<file path="src/design/i2a_pkg.sv">
// shared types and constants for the integer to ascii formatter
// no dependencies
`default_nettype none

package i2a_pkg;

  localparam int unsigned VALUE_W    = 32;
  localparam int unsigned CHAR_W     = 7;
  localparam int unsigned DIGIT_W    = 4;
  localparam int unsigned NUM_DIGITS = 10;
  localparam int unsigned CNT_W      = $clog2(NUM_DIGITS);

  // ceil(2^35 / 10): floor(x * RECIP_TEN / 2^35) == floor(x / 10) for any 32-bit x
  localparam logic [VALUE_W-1:0] RECIP_TEN   = 32'hCCCC_CCCD;
  localparam int unsigned        RECIP_SHIFT = 35;

  localparam logic [CHAR_W-1:0] CH_ZERO  = 7'h30;
  localparam logic [CHAR_W-1:0] CH_MINUS = 7'h2D;
  localparam logic [CHAR_W-1:0] CH_X     = 7'h78;
  localparam logic [CHAR_W-1:0] CH_A     = 7'h41;

  localparam logic [DIGIT_W-1:0] TEN = 4'd10;

  localparam logic OP_DEC = 1'b0;
  localparam logic OP_HEX = 1'b1;

  typedef struct packed {
    logic               op;
    logic [VALUE_W-1:0] value;
  } in_word_t;

  typedef struct packed {
    logic [CHAR_W-1:0] char_code;
    logic              last;
  } out_word_t;

  // one digit (0..15) to its uppercase ascii code
  function automatic logic [CHAR_W-1:0] digit_char(input logic [DIGIT_W-1:0] d);
    logic [CHAR_W-1:0] c;
    if (d < TEN) begin
      c = CH_ZERO + CHAR_W'(d);
    end else begin
      c = CH_A + CHAR_W'(d - TEN);
    end
    return c;
  endfunction

endpackage

`default_nettype wire

</file>
<file path="src/design/i2a_div.sv">
// shared radix divider: one registered stage, divides by ten or sixteen
// depends on i2a_pkg
`default_nettype none

module i2a_div (
  input  wire logic                           clk_i,
  input  wire logic                           en_i,
  input  wire logic                           hex_i,
  input  wire logic [i2a_pkg::VALUE_W-1:0]    mag_i,
  output logic      [i2a_pkg::VALUE_W-1:0]    quo_o,
  output logic      [i2a_pkg::DIGIT_W-1:0]    rem_o
);

  localparam int unsigned PROD_W = 2 * i2a_pkg::VALUE_W;
  localparam int unsigned QDEC_W = PROD_W - i2a_pkg::RECIP_SHIFT;

  logic [PROD_W-1:0]           prod_d, prod_q;
  logic [i2a_pkg::VALUE_W-1:0] mag_q;
  logic                        hex_q;
  logic [QDEC_W-1:0]           qdec;
  logic [i2a_pkg::VALUE_W-1:0] qdec_ext, qten, diff;

  // reciprocal multiply for the decimal quotient
  assign prod_d = {{i2a_pkg::VALUE_W{1'b0}}, mag_i}
                * {{i2a_pkg::VALUE_W{1'b0}}, i2a_pkg::RECIP_TEN};

  always_ff @(posedge clk_i) begin
    if (en_i) begin
      prod_q <= prod_d;
      mag_q  <= mag_i;
      hex_q  <= hex_i;
    end
  end

  assign qdec     = prod_q[PROD_W-1:i2a_pkg::RECIP_SHIFT];
  assign qdec_ext = i2a_pkg::VALUE_W'(qdec);
  // q * 10 as two shifted adds
  assign qten     = (qdec_ext << 3) + (qdec_ext << 1);
  assign diff     = mag_q - qten;

  always_comb begin
    if (hex_q) begin
      quo_o = mag_q >> i2a_pkg::DIGIT_W;
      rem_o = mag_q[i2a_pkg::DIGIT_W-1:0];
    end else begin
      quo_o = qdec_ext;
      rem_o = diff[i2a_pkg::DIGIT_W-1:0];
    end
  end

endmodule

`default_nettype wire

</file>
<file path="src/design/integer_to_ascii_formatter.sv">
// top level of the integer to ascii formatter: sequencer, digit store, output register
// depends on i2a_pkg and i2a_div
`default_nettype none

// Formats one 32-bit number per input word as ASCII text, one character per
// output word, most significant character first, with last set on the final
// character. op = 0 gives signed decimal (a leading '-' for negative values,
// the most negative value printing as -2147483648); op = 1 gives "0x" and then
// uppercase hex digits without leading zeros. Zero prints as a single '0'.
// Digits come out of one shared divider stage (reciprocal multiply by ten, or
// a four-bit shift for hex) least significant first and are parked in a small
// digit store, then read back in reverse. Each digit takes a pass through
// the S_LOAD and S_DIG states of that divider loop; then the sign or the
// prefix and the stored digits go to the output register one character at a
// time, waiting while it is full and stalled. in_stall_o is high from
// acceptance until the final character has entered the output register;
// that register lets the next number be accepted while the last character
// still waits for the consumer.
module integer_to_ascii_formatter (
  input  wire logic               clk_i,
  input  wire logic               rst_ni,
  input  wire logic               in_valid_i,
  output logic                    in_stall_o,
  input  wire i2a_pkg::in_word_t  in_word_i,
  output logic                    out_valid_o,
  input  wire logic               out_stall_i,
  output i2a_pkg::out_word_t      out_word_o
);

  // sequencer states
  localparam logic [2:0] S_IDLE = 3'd0;  // waiting for a number
  localparam logic [2:0] S_LOAD = 3'd1;  // divider takes the running magnitude
  localparam logic [2:0] S_DIG  = 3'd2;  // divider result: store digit, loop or finish
  localparam logic [2:0] S_SIGN = 3'd3;  // send '-' or the '0' of the hex prefix
  localparam logic [2:0] S_X    = 3'd4;  // send the 'x' of the hex prefix
  localparam logic [2:0] S_OUT  = 3'd5;  // send stored digits, top first

  logic [2:0]                   state_d, state_q;
  logic [i2a_pkg::VALUE_W-1:0]  mag_d, mag_q;
  logic                         neg_d, neg_q;
  logic                         hex_d, hex_q;
  logic [i2a_pkg::CNT_W-1:0]    cnt_d, cnt_q;
  logic [i2a_pkg::DIGIT_W-1:0]  dig_q [i2a_pkg::NUM_DIGITS];
  logic                         dig_we;

  logic                         out_valid_d, out_valid_q;
  i2a_pkg::out_word_t           out_word_d, out_word_q;
  logic                         out_load;

  logic                         in_accept;
  logic                         in_neg;

  logic                         div_en;
  logic [i2a_pkg::VALUE_W-1:0]  div_quo;
  logic [i2a_pkg::DIGIT_W-1:0]  div_rem;

  i2a_div u_div (
    .clk_i (clk_i),
    .en_i  (div_en),
    .hex_i (hex_q),
    .mag_i (mag_q),
    .quo_o (div_quo),
    .rem_o (div_rem)
  );

  assign in_stall_o  = (state_q != S_IDLE);
  assign in_accept   = in_valid_i && !in_stall_o;
  assign in_neg      = (in_word_i.op == i2a_pkg::OP_DEC) && in_word_i.value[i2a_pkg::VALUE_W-1];

  // output register may take a new word when empty or being drained
  assign out_load    = !out_valid_q || !out_stall_i;
  assign out_valid_o = out_valid_q;
  assign out_word_o  = out_word_q;

  assign div_en = (state_q == S_LOAD);
  assign dig_we = (state_q == S_DIG);

  always_comb begin
    state_d     = state_q;
    mag_d       = mag_q;
    neg_d       = neg_q;
    hex_d       = hex_q;
    cnt_d       = cnt_q;
    out_valid_d = out_load ? 1'b0 : out_valid_q;
    out_word_d  = out_word_q;

    unique case (state_q)
      S_IDLE: begin
        if (in_accept) begin
          hex_d   = (in_word_i.op == i2a_pkg::OP_HEX);
          neg_d   = in_neg;
          // unsigned negate keeps the most negative value exact
          mag_d   = in_neg ? (~in_word_i.value + 1'b1) : in_word_i.value;
          cnt_d   = '0;
          state_d = S_LOAD;
        end
      end
      S_LOAD: begin
        state_d = S_DIG;
      end
      S_DIG: begin
        mag_d = div_quo;
        if (div_quo == '0) begin
          // cnt_q now points at the most significant stored digit
          state_d = (hex_q || neg_q) ? S_SIGN : S_OUT;
        end else begin
          cnt_d   = cnt_q + 1'b1;
          state_d = S_LOAD;
        end
      end
      S_SIGN: begin
        if (out_load) begin
          out_valid_d          = 1'b1;
          out_word_d.char_code = hex_q ? i2a_pkg::CH_ZERO : i2a_pkg::CH_MINUS;
          out_word_d.last      = 1'b0;
          state_d              = hex_q ? S_X : S_OUT;
        end
      end
      S_X: begin
        if (out_load) begin
          out_valid_d          = 1'b1;
          out_word_d.char_code = i2a_pkg::CH_X;
          out_word_d.last      = 1'b0;
          state_d              = S_OUT;
        end
      end
      S_OUT: begin
        if (out_load) begin
          out_valid_d          = 1'b1;
          out_word_d.char_code = i2a_pkg::digit_char(dig_q[cnt_q]);
          out_word_d.last      = (cnt_q == '0);
          if (cnt_q == '0) begin
            state_d = S_IDLE;
          end else begin
            cnt_d = cnt_q - 1'b1;
          end
        end
      end
      default: begin
        state_d = S_IDLE;
      end
    endcase
  end

  always_ff @(posedge clk_i or negedge rst_ni) begin
    if (!rst_ni) begin
      state_q     <= S_IDLE;
      out_valid_q <= 1'b0;
      cnt_q       <= '0;
    end else begin
      state_q     <= state_d;
      out_valid_q <= out_valid_d;
      cnt_q       <= cnt_d;
    end
  end

  // payload registers
  always_ff @(posedge clk_i) begin
    mag_q      <= mag_d;
    neg_q      <= neg_d;
    hex_q      <= hex_d;
    out_word_q <= out_word_d;
  end

  // digit store, written least significant digit first
  always_ff @(posedge clk_i) begin
    if (dig_we) begin
      dig_q[cnt_q] <= div_rem;
    end
  end

  // an accepted number always starts a divider pass
  a_accept_loads: assert property (@(posedge clk_i) disable iff (!rst_ni)
    in_accept |=> (state_q == S_LOAD))
    else $error("accepted number did not start conversion");

  // decimal remainder from the reciprocal divider must be a decimal digit
  a_dec_digit: assert property (@(posedge clk_i) disable iff (!rst_ni)
    (state_q == S_DIG && !hex_q) |-> (div_rem < i2a_pkg::TEN))
    else $error("decimal remainder out of range");

  // digit count never runs past the store
  a_cnt_range: assert property (@(posedge clk_i) disable iff (!rst_ni)
    (state_q == S_DIG) |-> (cnt_q < i2a_pkg::CNT_W'(i2a_pkg::NUM_DIGITS)))
    else $error("digit store index out of range");

  // sending the bottom digit flags the word as last and frees the input
  a_last_flag: assert property (@(posedge clk_i) disable iff (!rst_ni)
    (state_q == S_OUT && out_load && cnt_q == '0)
      |=> (out_valid_o && out_word_o.last && state_q == S_IDLE))
    else $error("final character not flagged");

endmodule

`default_nettype wire

</file>
<file path="config.mk">
export PLATFORM = sky130hd
export DESIGN_NAME = integer_to_ascii_formatter
export DESIGN_NICKNAME = d
export VERILOG_FILES = /design/src/design/i2a_pkg.sv /design/src/design/i2a_div.sv /design/src/design/integer_to_ascii_formatter.sv
export SDC_FILE = /design/constraint.sdc
export NUM_CORES = 1
export LEC_CHECK = 0
export ABC_AREA = 1
export BUFFER_PORTS_ARGS = -buffer_cell sky130_fd_sc_hd__buf_2
export CAP_MARGIN = 5
export CORE_ASPECT_RATIO = 0.7
export CORE_MARGIN = 2
export CORE_UTILIZATION = 30
export CTS_BUF_LIST = sky130_fd_sc_hd__clkbuf_16
export DETAILED_ROUTE_END_ITERATION = 8
export SLEW_MARGIN = 20
export SYNTH_ARGS = -nofsm -noshare
export SYNTH_HDL_FRONTEND = slang
export SYNTH_HIERARCHICAL = 1
export SYNTH_SLANG_ARGS = --single-unit
</file>
<file path="constraint.sdc">
create_clock -name clk_i -period 7.7 [get_ports clk_i]
set_input_delay 0.385 -clock clk_i [delete_from_list [all_inputs] [get_ports clk_i]]
set_output_delay 0.385 -clock clk_i [all_outputs]
set_load 0.02 [all_outputs]
</file>
Word-level counts from Yosys, hierarchy flattened
Memories as Yosys holds them, arrays and structs flattened.
Index checks and enable logic that the tools add are counted.
{ "word_totals": {"reg_bits": 147, "latchBits": 0, "mem_bits_rw": 40, "rom_bits": 0, "inputBits": 37, "word_cells": 86, "memories": 1} }
{ "classes": {"add_sub_neg": 8, "multipliers": 1, "n_div": 0, "order_cmp": 1, "eq_ne": 12, "shift": 0, "n_mux": 30, "bitwise": 2, "n_reduce_logical": 20} }
{ "memory_table": {"columns": ["memory", "words", "width", "rd", "rd_clocked_by_memory_dff", "wr", "line", "rtl"], "rows": [
  ["dig_q", 10, 4, 1, 0, 1, "integer_to_ascii_formatter.sv:43", "logic [i2a_pkg::DIGIT_W-1:0] dig_q [i2a_pkg::NUM_DIGITS];"]
]} }
{ "op_table": {"columns": ["cell", "n"], "rows": [
  ["$mul A32 B32 Y64 const B", 1],
  ["$mux W32", 2],
  ["$pmux W32 S2", 1],
  ["$add A32 B1 Y32 const B", 1],
  ["$logic_not A32 Y1", 1],
  ["$not A32 Y32", 1],
  ["$mux W29", 1],
  ["$mux W8", 3],
  ["$pmux W8 S3", 1],
  ["$mux W3", 7],
  ["$mux W4", 5],
  ["$pmux W3 S6", 1],
  ["$ne A2 B2 Y1 const B", 7],
  ["$pmux W4 S3", 1],
  ["$reduce_and A5 Y1", 2],
  ["$reduce_bool A3 Y1", 3],
  ["$add A6 B4 Y7 const A", 1],
  ["$add A7 B7 Y7 const A", 1],
  ["$mux W7", 1],
  ["$eq A3 B2 Y1 const B", 2],
  ["$eq A3 B3 Y1 const B", 2],
  ["$mux W1", 6],
  ["$mux W5", 1],
  ["$sub A4 B4 Y5 const B", 1],
  ["16 further kinds", 21]
]} }

Depth between registers and ports, before layout
An unclocked memory read counts as a cell.
{ "depth": {"depth_word": 6, "depth_mapped": 30, "mapped_depth_nobuf": 29} }

By module
Netlist, hierarchy kept.
{ "modules_own_cells": {"columns": ["mod", "n_inst", "cells_per_inst", "area_per_inst_um2", "seq_area_each_um2"], "rows": [
  ["i2a_div", 1, 2541, 21214.1, 1861.8],
  ["integer_to_ascii_formatter", 1, 573, 4927.2, 2662.6]
]} }

Worst setup path after synthesis
No wires, ideal clock.
{ "synth_timing": {"path_kind": "reg2reg", "start": "register mag_q[8] (netlist name)", "end": "register u_div.prod_q[54], data pin", "t_arrival_ns": 5.896, "t_required_ns": 7.448, "slack_ns": 1.552, "stages_incl_launch_ff": 26, "path_cell_list": "edfxtp_1 -> ha_1 -> clkbuf_1 -> xnor2_1 -> o21ai_0 -> fa_1 -> inv_1 -> fa_1 -> fa_1 -> inv_1 -> fa_1 -> fa_1 -> inv_1 -> fa_1 -> inv_1 -> ha_1 -> nand2_1 -> inv_1 -> a21oi_1 -> o21ai_0 -> nand2_1 -> nand2_1 -> a21oi_1 -> nand2_1 -> nand2_1 -> nand2_1"} }
{ "synth_rtl": {"columns": ["element", "line", "rtl"], "rows": [
  ["end signal, assigned", "i2a_div.sv:29", "prod_q <= prod_d;"],
  ["end, declared", "i2a_div.sv:17", "logic [PROD_W-1:0] prod_d, prod_q;"]
]} }

==> impl_metrics.env <==
export IMPL_die_h_um=251
export IMPL_drt_iter0_markers=2275
export IMPL_ys_seq_elements=152
export IMPL_postPlaceCellArea_um2=28100
export IMPL_numCtsBuffers=17
export IMPL_relSlewSlack_pct=35.3
export IMPL_n_fill_cell=9237
export IMPL_critPathArrivalTime_ps=7630
export IMPL_vias=20500
export IMPL_hold_violations=0
export IMPL_gr_total_overflow=0
export IMPL_boundaryPins=47
export IMPL_cts_tree="yes"
export IMPL_hpwl_um=79000
export IMPL_grt_max_degree=64
export IMPL_drt_first_pass_iters=6
export IMPL_insertion_delay_ps=450
export IMPL_start_util_pct=30.3
export IMPL_avgRoutedWirePerCell_um=20.4
export IMPL_stdcell_area_um2=28700
export IMPL_max_freq_mhz=135
export IMPL_rsz0062_at_grt="no"
export IMPL_finalMaxSlewViolations=0
export IMPL_final_cells=4372
export IMPL_nets=3990
export IMPL_synthTopCellsByArea="fa_1, ha_1, edfxtp_1"
export IMPL_fin_crit_sh_pct=96.4
export IMPL_h_tree_depth=4
export IMPL_grt_pass1_wl_um=135000
export IMPL_gp_congestion=1.02
export IMPL_post_route_util_pct=33.3
export IMPL_tns_ps=0
export IMPL_finalClockSkew_ps=16.4
export IMPL_numPortBuffers=46
export IMPL_worstSetupStartpointType="flop"
export IMPL_syn_cell_area_um2=26100
export IMPL_ys_flop_type="edfxtp_1"
export IMPL_cts_buffer_depth=2
export IMPL_synth_warnings=6
export IMPL_tightest_slew_ps=971
export IMPL_worst_ep_required_time_ps=7910
export IMPL_status="finished clean"
export IMPL_synthCells=3114
export IMPL_placed_cells=4339
export IMPL_antenna_found_initial=0
export IMPL_area_delta_synth_final_pct=9.72
export IMPL_post_cts_setup_buffer_count=0
export IMPL_viasPerCell=4.68
export IMPL_synth_top_area_share_pct=29.6
export IMPL_dieWidth_um=357
export IMPL_postRouteAntennaNets=0
export IMPL_row_count=90
export IMPL_seqCellArea_um2=4520
export IMPL_critPathMaxFanout=7
export IMPL_cts_sink_count=152
export IMPL_synth_async_reset_ratio_pct=5.26
export IMPL_finalWirelength_um=89200
export IMPL_drv_cap=0
export IMPL_clkTransAtPathRegs_ps=80
export IMPL_crit_path_end_kind="flop"
export IMPL_grt_usage_pct=20.5
export IMPL_yosysSeqAreaShare_pct=17.3
export IMPL_worstSetupPathType="flop to flop"
export IMPL_synth_most_common_cell="inv_1"
export IMPL_fin_crit_ps=7420
export IMPL_coreArea_um2=86300
export IMPL_synth_common_cells="inv_1, nand2_1, fa_1"
export IMPL_cts_root_buffer="clkbuf_16"
export IMPL_drive_above_1_share_pct=5.34
export IMPL_die_area_um2=89600
export IMPL_grt_pass1_vias=20600
export IMPL_setup_viol=0
export IMPL_syn_area_per_cell_um2=8.39
export IMPL_multi_input_area_um2=18300
export IMPL_synth_edff_count=144
export IMPL_synth_area_leader_cell="fa_1"
export IMPL_antenna_cells=0
export IMPL_drc_errors=0
export IMPL_ys_types=46
export IMPL_hp_class="input pin to flop"
==> metal layers <==
layer	part of all wire, %	routed length (um)	global-route usage, %
met5	0	0	0
met4	1.6	1470	3.33
met3	12	10400	6.03
met2	37	32700	26.8
met1	50	44500	32.9
==> stage by stage <==
| stage | hold slack (ps) | setup slack [ps] |
|---|---|---|
| after CTS | 119 | 357 |
| after global placement | 245 | 287 |
| after floorplan | 89.4 | 1550 |
| final | 135 | 276 |
| after detailed placement | 248 | 375 |
| after global routing | 118 | 91.6 |
==> logic make-up (layout without fill, tap and decap cells) <==
group / count (synthesis) / count (layout) / share of synthesized area [%]
fa+ha+maj: 744 / 744 / 46.7
xor+xnor: 73 / 73 / 2.45
other cells: 1 / 3 / 0.0143
simple gates: 1065 / 1065 / 16.5
compound gates: 203 / 203 / 4.30
flops: 152 / 152 / 17.3
buf+inv: 876 / 982 / 12.7
==> critical path, stage by stage, from the launching register on <==
cell	delay [ps]
edfxtp_1	570
ha_1	670
xor2_1	220
ha_1	250
a21o_1	170
fa_1	530
inv_1	50
fa_1	490
inv_1	50
fa_1	590
fa_1	450
fa_1	550
inv_1	60
fa_1	580
inv_1	60
ha_1	330
nand2_1	140
inv_1	70
a21oi_2	320
o21a_1	280
nand3_1	350
nand2_1	200
nand2_1	60
nand2_1	60
nand2_1	50
==> what timing repair did <==
action	CTS	global route
gates resized for setup	0	1
hold endpoints to repair	8	0
setup endpoints to repair	0	3
hold buffers	1	0
==> layout by cell type (no fill, tap or decap), drive strengths merged, types with 3 or more instances in the layout <==
cell,netlist,final
a22oi,4,4
nand3,94,94
clkinv,1,6
inv,850,858
a21o,8,8
clkbuf,17,17
nand4,17,17
xnor2,15,15
o22ai,3,3
fa,387,387
edfxtp,144,144
nor2,205,205
dfrtp,8,8
xor2,58,58
buf,8,98
conb,1,3
o21ai,88,88
a21oi,75,75
nor4,5,5
nand2,702,702
nor3,31,31
ha,357,357
o21bai,15,15
or2,8,8
==> final timing paths <==
kind / cells past startpoint / slack, ps / to / start
max in group asynchronous: 2 / 7220 / state_q[1] / rst_ni
worst max register to register: 24 / 280 / u_div/prod_q[42] / mag_q[9]
worst min register to register: 0 / 540 / u_div/hex_q / hex_q
worst max-delay path: 24 / 280 / u_div/prod_q[42] / mag_q[9]
worst min-delay path: 1 / 130 / hex_q / in_word_i[32]
min in group asynchronous: 2 / 300 / cnt_q[2] / rst_ni
==> state kept, by name, indices dropped and copies added (netlist names), named ones only <==
name / cells
u_div/hex_q: 1
u_div/prod_q: 31
hex_q: 1
dig_q: 40
neg_q: 1
mag_q: 32
cnt_q: 4
out_word_o: 8
u_div/mag_q: 30
state_q: 3
==> layout make-up <==
class	count	share of cell area, %
Tap cell	1150	5.02
Timing Repair Buffer	99	2.20
Sequential cell	152	15.8
Clock inverter	15	0.471
Multi-Input combinational cell	2088	63.9
Clock buffer	17	1.48
Inverter	851	11.1
Power is left out: the tool's default activity adds up to more than one toggle a clock period on the data nets, which glitch-free logic cannot reach.
